## src/bss_pkg.sv

```systemverilog
// Shared constants, types and codes for the byte substring search block.
`timescale 1ns / 1ps
`default_nettype none
package bss_pkg;

   localparam int MAX_NEEDLE = 64;
   localparam int LEN_W      = $clog2(MAX_NEEDLE + 1);
   localparam int IDX_W      = (MAX_NEEDLE > 1) ? $clog2(MAX_NEEDLE) : 1;
   localparam int POS_W      = 32;

   typedef enum logic [1:0] {
      OP_CLEAR  = 2'd0,
      OP_APPEND = 2'd1,
      OP_TEXT   = 2'd2,
      OP_FINISH = 2'd3
   } op_type;

   typedef enum logic [1:0] {
      ST_NOT_FOUND = 2'd0,
      ST_FOUND     = 2'd1,
      ST_TOO_LONG  = 2'd2
   } status_type;

   // Control for one cell of the shift-and row.
   typedef struct packed {
      logic       load;
      logic       shift;
      logic [7:0] data;
   } cell_ctrl_type;

   // Control for the whole row, driven by the top level.
   typedef struct packed {
      logic             load;
      logic [IDX_W-1:0] load_idx;
      logic             shift;
      logic [7:0]       data;
      logic [IDX_W-1:0] sel_idx;
   } row_ctrl_type;

endpackage
`default_nettype wire

```

## src/bss_ifs.sv

```systemverilog
// Request and response channel interfaces of the byte substring search block.
`timescale 1ns / 1ps
`default_nettype none
interface bss_req_if;
   logic       valid;
   logic       ready;
   logic [1:0] operation;
   logic [7:0] data_byte;

   modport source (output valid, output operation, output data_byte, input ready);
   modport sink   (input valid, input operation, input data_byte, output ready);
endinterface

interface bss_rsp_if;
   logic                     valid;
   logic                     ready;
   logic [1:0]               status;
   logic [bss_pkg::POS_W-1:0] position;

   modport source (output valid, output status, output position, input ready);
   modport sink   (input valid, input status, input position, output ready);
endinterface
`default_nettype wire

```

## src/bss_cell.sv

```systemverilog
// One cell: holds a pattern byte and the partial-match flag for its prefix.
`timescale 1ns / 1ps
`default_nettype none
module bss_cell (
   input  wire logic                   clock,
   input  wire logic                   reset,
   input  wire bss_pkg::cell_ctrl_type ctrl,
   input  wire logic                   prev_hit,
   output logic                        hit_ff,
   output logic                        hit_in
);
   import bss_pkg::*;

   logic [7:0] pat_ff;

   // hit: the newest text bytes equal the pattern prefix ending at this cell
   always_comb begin
      if (ctrl.shift) begin
         hit_in = prev_hit && (ctrl.data == pat_ff);
      end else begin
         hit_in = hit_ff;
      end
   end

   always_ff @(posedge clock) begin
      if (reset) begin
         hit_ff <= 1'b0;
      end else begin
         hit_ff <= hit_in;
      end
   end

   always_ff @(posedge clock) begin
      if (ctrl.load) begin
         pat_ff <= ctrl.data;
      end
   end

endmodule
`default_nettype wire

```

## src/bss_row.sv

```systemverilog
// Chain of cells; each hands its match flag to the next on every text byte.
`timescale 1ns / 1ps
`default_nettype none
module bss_row (
   input  wire logic                  clock,
   input  wire logic                  reset,
   input  wire bss_pkg::row_ctrl_type ctrl,
   output logic                       hit_next
);
   import bss_pkg::*;

   logic [MAX_NEEDLE-1:0] hit_q;
   logic [MAX_NEEDLE-1:0] hit_d;

   for (genvar i = 0; i < MAX_NEEDLE; i++) begin : g_cell
      cell_ctrl_type cctrl;
      logic          prev;

      assign cctrl.load  = ctrl.load && (ctrl.load_idx == IDX_W'(i));
      assign cctrl.shift = ctrl.shift;
      assign cctrl.data  = ctrl.data;

      if (i == 0) begin : g_head
         assign prev = 1'b1;
      end else begin : g_body
         assign prev = hit_q[i-1];
      end

      bss_cell u_cell (
         .clock    (clock),
         .reset    (reset),
         .ctrl     (cctrl),
         .prev_hit (prev),
         .hit_ff   (hit_q[i]),
         .hit_in   (hit_d[i])
      );
   end

   // flag of the cell holding the last pattern byte, after this byte
   assign hit_next = hit_d[ctrl.sel_idx];

endmodule
`default_nettype wire

```

## src/byte_substring_search.sv

```systemverilog
// Byte substring search: shift-and matcher over a row of pattern cells.
// A finish request's response is registered and appears in the cycle after the request is taken.
// Throughput: one request per cycle while not stalled; each text byte updates the whole row at once.
// Requests stall only while a response is held and not taken.
// Synchronous reset clears pattern length, overflow, text count, match and
// the response valid flag; pattern bytes and response fields keep their contents.
`timescale 1ns / 1ps
`default_nettype none
module byte_substring_search (
   input  wire logic clock,
   input  wire logic reset,
   bss_req_if.sink   req_ch,
   bss_rsp_if.source rsp_ch
);
   import bss_pkg::*;

   logic [LEN_W-1:0] len_ff,   len_in;
   logic             ovf_ff,   ovf_in;
   logic [POS_W-1:0] count_ff, count_in;
   logic             seen_ff,  seen_in;
   logic [POS_W-1:0] offset_ff, offset_in;
   logic             rsp_valid_ff, rsp_valid_in;
   status_type       rsp_status_ff, rsp_status_in;
   logic [POS_W-1:0] rsp_pos_ff, rsp_pos_in;

   logic             accept;
   op_type           op;
   logic             hit_next;
   logic             room;
   logic [POS_W-1:0] count_inc;
   logic [LEN_W-1:0] len_m1;
   row_ctrl_type     row_ctrl;

   assign op        = op_type'(req_ch.operation);
   assign req_ch.ready = !rsp_valid_ff || rsp_ch.ready;
   assign accept    = req_ch.valid && req_ch.ready;
   assign room      = (len_ff < LEN_W'(MAX_NEEDLE));
   assign count_inc = (count_ff == '1) ? count_ff : count_ff + POS_W'(1);
   assign len_m1    = len_ff - LEN_W'(1);

   always_comb begin
      row_ctrl.load     = accept && (op == OP_APPEND) && room;
      row_ctrl.load_idx = len_ff[IDX_W-1:0];
      row_ctrl.shift    = accept && (op == OP_TEXT);
      row_ctrl.data     = req_ch.data_byte;
      row_ctrl.sel_idx  = len_m1[IDX_W-1:0];
   end

   bss_row u_row (
      .clock    (clock),
      .reset    (reset),
      .ctrl     (row_ctrl),
      .hit_next (hit_next)
   );

   always_comb begin
      len_in        = len_ff;
      ovf_in        = ovf_ff;
      count_in      = count_ff;
      seen_in       = seen_ff;
      offset_in     = offset_ff;
      rsp_status_in = rsp_status_ff;
      rsp_pos_in    = rsp_pos_ff;
      rsp_valid_in  = rsp_valid_ff && !rsp_ch.ready;
      if (accept) begin
         case (op)
            OP_CLEAR: begin
               len_in    = '0;
               ovf_in    = 1'b0;
               count_in  = '0;
               seen_in   = 1'b0;
               offset_in = '0;
            end
            OP_APPEND: begin
               if (room) begin
                  len_in = len_ff + LEN_W'(1);
               end else begin
                  ovf_in = 1'b1;
               end
               count_in  = '0;
               seen_in   = 1'b0;
               offset_in = '0;
            end
            OP_TEXT: begin
               count_in = count_inc;
               // need at least len bytes since the last pattern change or finish
               if (!seen_ff && !ovf_ff && (len_ff != '0) &&
                   (count_inc >= POS_W'(len_ff)) && hit_next) begin
                  seen_in   = 1'b1;
                  offset_in = count_inc - POS_W'(len_ff);
               end
            end
            OP_FINISH: begin
               rsp_valid_in = 1'b1;
               if (ovf_ff) begin
                  rsp_status_in = ST_TOO_LONG;
                  rsp_pos_in    = '0;
               end else if (len_ff == '0) begin
                  rsp_status_in = ST_FOUND;
                  rsp_pos_in    = '0;
               end else if (seen_ff) begin
                  rsp_status_in = ST_FOUND;
                  rsp_pos_in    = offset_ff;
               end else begin
                  rsp_status_in = ST_NOT_FOUND;
                  rsp_pos_in    = '0;
               end
               count_in  = '0;
               seen_in   = 1'b0;
               offset_in = '0;
            end
            default: begin
               len_in = len_ff;
            end
         endcase
      end
   end

   always_ff @(posedge clock) begin
      if (reset) begin
         len_ff       <= '0;
         ovf_ff       <= 1'b0;
         count_ff     <= '0;
         seen_ff      <= 1'b0;
         offset_ff    <= '0;
         rsp_valid_ff <= 1'b0;
      end else begin
         len_ff       <= len_in;
         ovf_ff       <= ovf_in;
         count_ff     <= count_in;
         seen_ff      <= seen_in;
         offset_ff    <= offset_in;
         rsp_valid_ff <= rsp_valid_in;
      end
   end

   always_ff @(posedge clock) begin
      rsp_status_ff <= rsp_status_in;
      rsp_pos_ff    <= rsp_pos_in;
   end

   assign rsp_ch.valid    = rsp_valid_ff;
   assign rsp_ch.status   = rsp_status_ff;
   assign rsp_ch.position = rsp_pos_ff;

endmodule
`default_nettype wire
```

## src/flat_wrapper.sv

```systemverilog
// flat-port wrapper written by rule: the top's interface ports become plain ports
module byte_substring_search_flat import bss_pkg::*;
  (clock, reset, req_ch_valid, req_ch_operation, req_ch_data_byte, req_ch_ready, rsp_ch_valid, rsp_ch_status, rsp_ch_position, rsp_ch_ready);
  bss_req_if req_ch_i ();
  bss_rsp_if rsp_ch_i ();
  input  wire logic clock;
  input  wire logic reset;
  input wire logic [$bits(req_ch_i.valid)-1:0] req_ch_valid;
  input wire logic [$bits(req_ch_i.operation)-1:0] req_ch_operation;
  input wire logic [$bits(req_ch_i.data_byte)-1:0] req_ch_data_byte;
  output wire logic [$bits(req_ch_i.ready)-1:0] req_ch_ready;
  output wire logic [$bits(rsp_ch_i.valid)-1:0] rsp_ch_valid;
  output wire logic [$bits(rsp_ch_i.status)-1:0] rsp_ch_status;
  output wire logic [$bits(rsp_ch_i.position)-1:0] rsp_ch_position;
  input wire logic [$bits(rsp_ch_i.ready)-1:0] rsp_ch_ready;
  assign req_ch_i.valid = req_ch_valid;
  assign req_ch_i.operation = req_ch_operation;
  assign req_ch_i.data_byte = req_ch_data_byte;
  assign req_ch_ready = req_ch_i.ready;
  assign rsp_ch_valid = rsp_ch_i.valid;
  assign rsp_ch_status = rsp_ch_i.status;
  assign rsp_ch_position = rsp_ch_i.position;
  assign rsp_ch_i.ready = rsp_ch_ready;
  byte_substring_search u_core (.clock(clock), .reset(reset), .req_ch(req_ch_i), .rsp_ch(rsp_ch_i));
endmodule
```

## config.mk

```make
export PLATFORM = sky130hd
export DESIGN_NAME = byte_substring_search_flat
export DESIGN_NICKNAME = d
export VERILOG_FILES = /design/src/bss_pkg.sv /design/src/bss_ifs.sv /design/src/bss_cell.sv /design/src/bss_row.sv /design/src/byte_substring_search.sv /design/src/flat_wrapper.sv
export SDC_FILE = /design/constraint.sdc
export NUM_CORES = 1
export LEC_CHECK = 0
export BUFFER_PORTS_ARGS = -buffer_cell sky130_fd_sc_hd__buf_2
export CAP_MARGIN = 25
export CORE_UTILIZATION = 25
export CTS_BUF_LIST = sky130_fd_sc_hd__clkbuf_4 sky130_fd_sc_hd__clkbuf_8 sky130_fd_sc_hd__clkbuf_16
export CTS_CLUSTER_DIAMETER = 30
export DETAILED_ROUTE_END_ITERATION = 7
export PLACE_DENSITY = 0.4
export SYNTH_ARGS = -nofsm -noshare
export SYNTH_HDL_FRONTEND = slang
export SYNTH_SLANG_ARGS = --single-unit
```

## constraint.sdc

```tcl
create_clock -name clock -period 5.4 [get_ports clock]
set_clock_uncertainty 0.05 [all_clocks]
set_input_delay 0 -clock clock [delete_from_list [all_inputs] [get_ports clock]]
set_output_delay 0 -clock clock [all_outputs]
set_load 0.005 [all_outputs]
```

==> impl_metrics.prom <==
# TYPE chip_impl_metric gauge
chip_impl_info{name="run_status",value="complete, no violations"} 1
chip_impl_metric{name="syn_nets",unit=""} 2517
chip_impl_metric{name="areaGrowthSynthToFinish",unit="%"} 28.7
chip_impl_metric{name="ir_drop",unit="mV"} 0.302
chip_impl_metric{name="worstSkewPairLatency",unit="ns"} 0.75
chip_impl_metric{name="syn-cell-area",unit="um2"} 31000
chip_impl_metric{name="synthesis.yosys.warnings",unit=""} 0
chip_impl_metric{name="detailedPlacementHpwl",unit="um"} 59200
chip_impl_info{name="mostFrequentLayoutCells",value="546 x sky130_fd_sc_hd__edfxtp_1, 479 x sky130_fd_sc_hd__xnor2_1, 193 x sky130_fd_sc_hd__nor2_1"} 1
chip_impl_metric{name="core_area",unit="um2"} 122000
chip_impl_metric{name="global_route.usage.total",unit="%"} 14.3
chip_impl_metric{name="postLayoutCoreUtil",unit="%"} 32.5
chip_impl_metric{name="grt_overflow_total",unit=""} 0
chip_impl_metric{name="die_h",unit="um"} 354
chip_impl_metric{name="totalWireLength",unit="um"} 89600
chip_impl_info{name="crit_start_category",value="register"} 1
chip_impl_metric{name="cp_max_fo",unit=""} 9
chip_impl_metric{name="htree_num_levels",unit=""} 4
chip_impl_metric{name="worst-endpoint-required",unit="ns"} 5.96
chip_impl_metric{name="post-route-min-period",unit="ns"} 4.99
chip_impl_metric{name="setup_viol",unit=""} 0
chip_impl_metric{name="initial_utilization",unit="%"} 25.3
chip_impl_metric{name="hold_ws",unit="ns"} 0.215
chip_impl_info{name="timing.setup.critical_path_class",value="register to register"} 1
chip_impl_metric{name="worstPathArrival",unit="ns"} 5.55
chip_impl_metric{name="cap_violations",unit=""} 0
chip_impl_metric{name="share_of_the_yosys_chip_area_belonging_to_registers",unit="%"} 61.9
chip_impl_metric{name="worst_slew_margin_rel",unit="%"} 39.3
chip_impl_metric{name="placement.io_buffers",unit=""} 49
chip_impl_metric{name="multi_input_area",unit="um2"} 11000
chip_impl_metric{name="hold_viol_final",unit=""} 0
chip_impl_metric{name="final_layout_size_suffix_gt1_share",unit="%"} 18.0
chip_impl_metric{name="cts-root-to-sink-buffers",unit=""} 3
chip_impl_metric{name="die_width",unit="um"} 354
chip_impl_metric{name="dpl-instance-area",unit="um2"} 33800
chip_impl_metric{name="num_rows",unit=""} 128
chip_impl_metric{name="firstDrtPassIters",unit=""} 6
chip_impl_metric{name="register_area",unit="um2"} 19200
chip_impl_metric{name="tns",unit="ns"} 0
chip_impl_metric{name="ys_ff_latch",unit=""} 684
chip_impl_metric{name="num-nets-final",unit=""} 2744
chip_impl_metric{name="syn_area_per_cell",unit="um2"} 12.4
chip_impl_info{name="ys_dominant_reg_cell",value="sky130_fd_sc_hd__edfxtp_1"} 1
chip_impl_info{name="layout_commonest_cell",value="sky130_fd_sc_hd__edfxtp_1"} 1
chip_impl_info{name="tritoncts",value="built"} 1
chip_impl_metric{name="grt_pass1_wl",unit="um"} 134000
chip_impl_metric{name="fmax",unit="GHz"} 0.200
chip_impl_info{name="unrepaired_setup_endpoints_after_global_routing",value="false"} 1
chip_impl_metric{name="max_slew.worst_pin.slew",unit="ns"} 0.906
chip_impl_metric{name="syn_inst",unit=""} 2490
chip_impl_metric{name="share_of_synthesized_registers_carrying_an_async_set_or_reset",unit="%"} 0
chip_impl_metric{name="drc_errors",unit=""} 0
chip_impl_metric{name="count_of_nets_left_with_antenna_violations_after_detail_routing",unit=""} 0
chip_impl_metric{name="route.detailed.wl_per_inst",unit="um"} 20.0
chip_impl_metric{name="p_leak",unit="nW"} 12.9
chip_impl_metric{name="cts_inserted_buffers",unit=""} 168
chip_impl_metric{name="period_share",unit="%"} 92.4
chip_impl_metric{name="first_global_vias",unit=""} 20632
chip_impl_metric{name="antenna_cells_inserted",unit=""} 0
chip_impl_metric{name="post-layout-total-power",unit="mW"} 16.5
chip_impl_info{name="root_buffer",value="sky130_fd_sc_hd__clkbuf_16"} 1
chip_impl_info{name="timing.hold.worst.class",value="input pin to register"} 1
chip_impl_metric{name="dieArea",unit="um2"} 125000
chip_impl_metric{name="drv_slew",unit=""} 0
chip_impl_metric{name="fillCellCount",unit=""} 12200
chip_impl_metric{name="cellPowerDensity",unit="nW/um2"} 415
chip_impl_metric{name="io-pin-count",unit=""} 50
chip_impl_metric{name="vias_per_cell",unit=""} 4.51
chip_impl_metric{name="dr.first_iter.drc_count",unit=""} 1281
chip_impl_metric{name="synth.lib_cells_used.distinct",unit=""} 84
chip_impl_info{name="worstSetupEndpointType",value="register"} 1
chip_impl_metric{name="synth-edff-count",unit=""} 546
chip_impl_metric{name="maximum_number_of_pins_on_one_net_before_global_route_repair",unit=""} 62
chip_impl_metric{name="cts_num_sinks",unit=""} 684
chip_impl_metric{name="clk_transition_reported_paths",unit="ns"} 0.04
chip_impl_metric{name="detailroute.via_count",unit=""} 20215
chip_impl_metric{name="gp_congestion",unit=""} 0.823
chip_impl_metric{name="antenna_violations_before_repair",unit=""} 2
chip_impl_metric{name="stdcell_area",unit="um2"} 39800
==> through the flow <==
step	std cells	worst slack (ns)
floorplan	2490	0.921
global placement	4152	0.143
detailed placement	4153	0.0863
CTS	4480	0.0387
global route	4483	0.0453
finish	4483	0.411
==> Yosys cell counts (all sizes together) (5+ instances only) <==
master | n | share of area (%)
nor2b | 5 | 0.10
o31ai | 5 | 0.12
or3 | 8 | 0.16
clkbuf | 57 | 0.70
a31oi | 12 | 0.24
buf | 78 | 1.3
nor3b | 7 | 0.17
a22oi | 24 | 0.58
nor3 | 41 | 0.79
a21o | 8 | 0.19
nor2 | 193 | 2.3
mux2i | 8 | 0.26
nand2 | 142 | 1.7
a211oi | 12 | 0.29
xnor2 | 480 | 14
nor4 | 69 | 1.5
or2 | 5 | 0.10
edfxtp | 546 | 53
ha | 12 | 0.49
xor2 | 94 | 2.7
inv | 52 | 0.63
nand3 | 99 | 1.7
nand4 | 83 | 1.7
and3 | 17 | 0.34
and2 | 46 | 0.93
o22ai | 34 | 0.89
dfxtp | 138 | 8.9
a311oi | 9 | 0.31
o21ai | 34 | 0.55
o2111ai | 5 | 0.20
and4 | 5 | 0.14
or4 | 6 | 0.16
nand3b | 5 | 0.12
a21oi | 93 | 1.5
==> cells by family after synthesis <==
family,after synthesis,synth area share (%)
simple gates,742,12.2
mux,11,0.368
fa+ha+maj,13,0.550
compound gates,278,6.09
buf+inv,188,2.65
xor+xnor,574,16.2
flops,684,61.9
==> worst max-delay path, cell delays in order, from the launching register on <==
cell and delay, ns:
sky130_fd_sc_hd__dfxtp_1 0.53, sky130_fd_sc_hd__nand3_4 0.16, sky130_fd_sc_hd__or3_1 0.55, sky130_fd_sc_hd__nor4_4 0.32, sky130_fd_sc_hd__buf_4 0.23, sky130_fd_sc_hd__mux2i_1 0.27
sky130_fd_sc_hd__inv_1 0.10, sky130_fd_sc_hd__ha_1 0.30, sky130_fd_sc_hd__nor2b_1 0.14, sky130_fd_sc_hd__o21ai_0 0.20, sky130_fd_sc_hd__a21boi_0 0.13, sky130_fd_sc_hd__o21ai_0 0.23
sky130_fd_sc_hd__a21boi_0 0.14, sky130_fd_sc_hd__o21ai_0 0.19, sky130_fd_sc_hd__buf_4 0.20, sky130_fd_sc_hd__nand4b_1 0.13, sky130_fd_sc_hd__or4b_2 0.71, sky130_fd_sc_hd__a21oi_1 0.20
sky130_fd_sc_hd__o22ai_2 0.07
==> final cells by class <==
class,count,area share [%]
inverters,53,0.500
multi-input cells,1618,27.6
flip-flops and latches,684,48.1
clock buffers,208,11.7
clock inverters,103,3.05
repair buffers,192,3.90
well taps,1625,5.11
==> flip-flops by register name, indices dropped and copies added, names as in the netlist, 2 cells and up <==
signal	flops
u_core.u_row.g_cell.u_cell.pat_ff	512
u_core.u_row.g_cell.u_cell.hit_ff	64
u_core.rsp_ch.status	2
u_core.len_ff	7
u_core.rsp_ch.position	32
u_core.offset_ff	32
u_core.count_ff	32
==> report_power, final <==
part / switching [mW] / internal, mW / total (mW)
clock: 3.16 / 7.06 / 10.2
sequential: 0.00329 / 5.71 / 5.71
combinational: 0.389 / 0.218 / 0.607
==> per-layer routing <==
layer  track usage (%)  routed length [um]  vias to the layer above
met2              22.9               42000                      490
met1              19.0               41600                    10075
met4              5.01                2000                        2
met3              2.90                3960                      155
met5                 0                  13                        -
li1                  -                   -                     9493
==> what timing repair did <==
item / CTS / global route
setup buffers: 0 / 3
hold endpoints to repair: 557 / 0
setup endpoints to repair: 0 / 29
hold buffers: 16 / 0
gates resized for setup: 0 / 1
==> worst paths after layout <==
check	start	to	slack, ns	cells past startpoint
setup / recovery	u_core.count_ff[14]	u_core.offset_ff[25]	0.41	18
hold / removal	rsp_ch_ready	u_core.rsp_ch.valid	0.21	4
hold reg to reg	u_core.u_row.g_cell[46].u_cell.hit_ff	u_core.u_row.g_cell[46].u_cell.hit_ff	0.41	2
setup reg to reg	u_core.count_ff[14]	u_core.offset_ff[25]	0.41	18
Note: power is estimated with default switching activity, not from simulation.
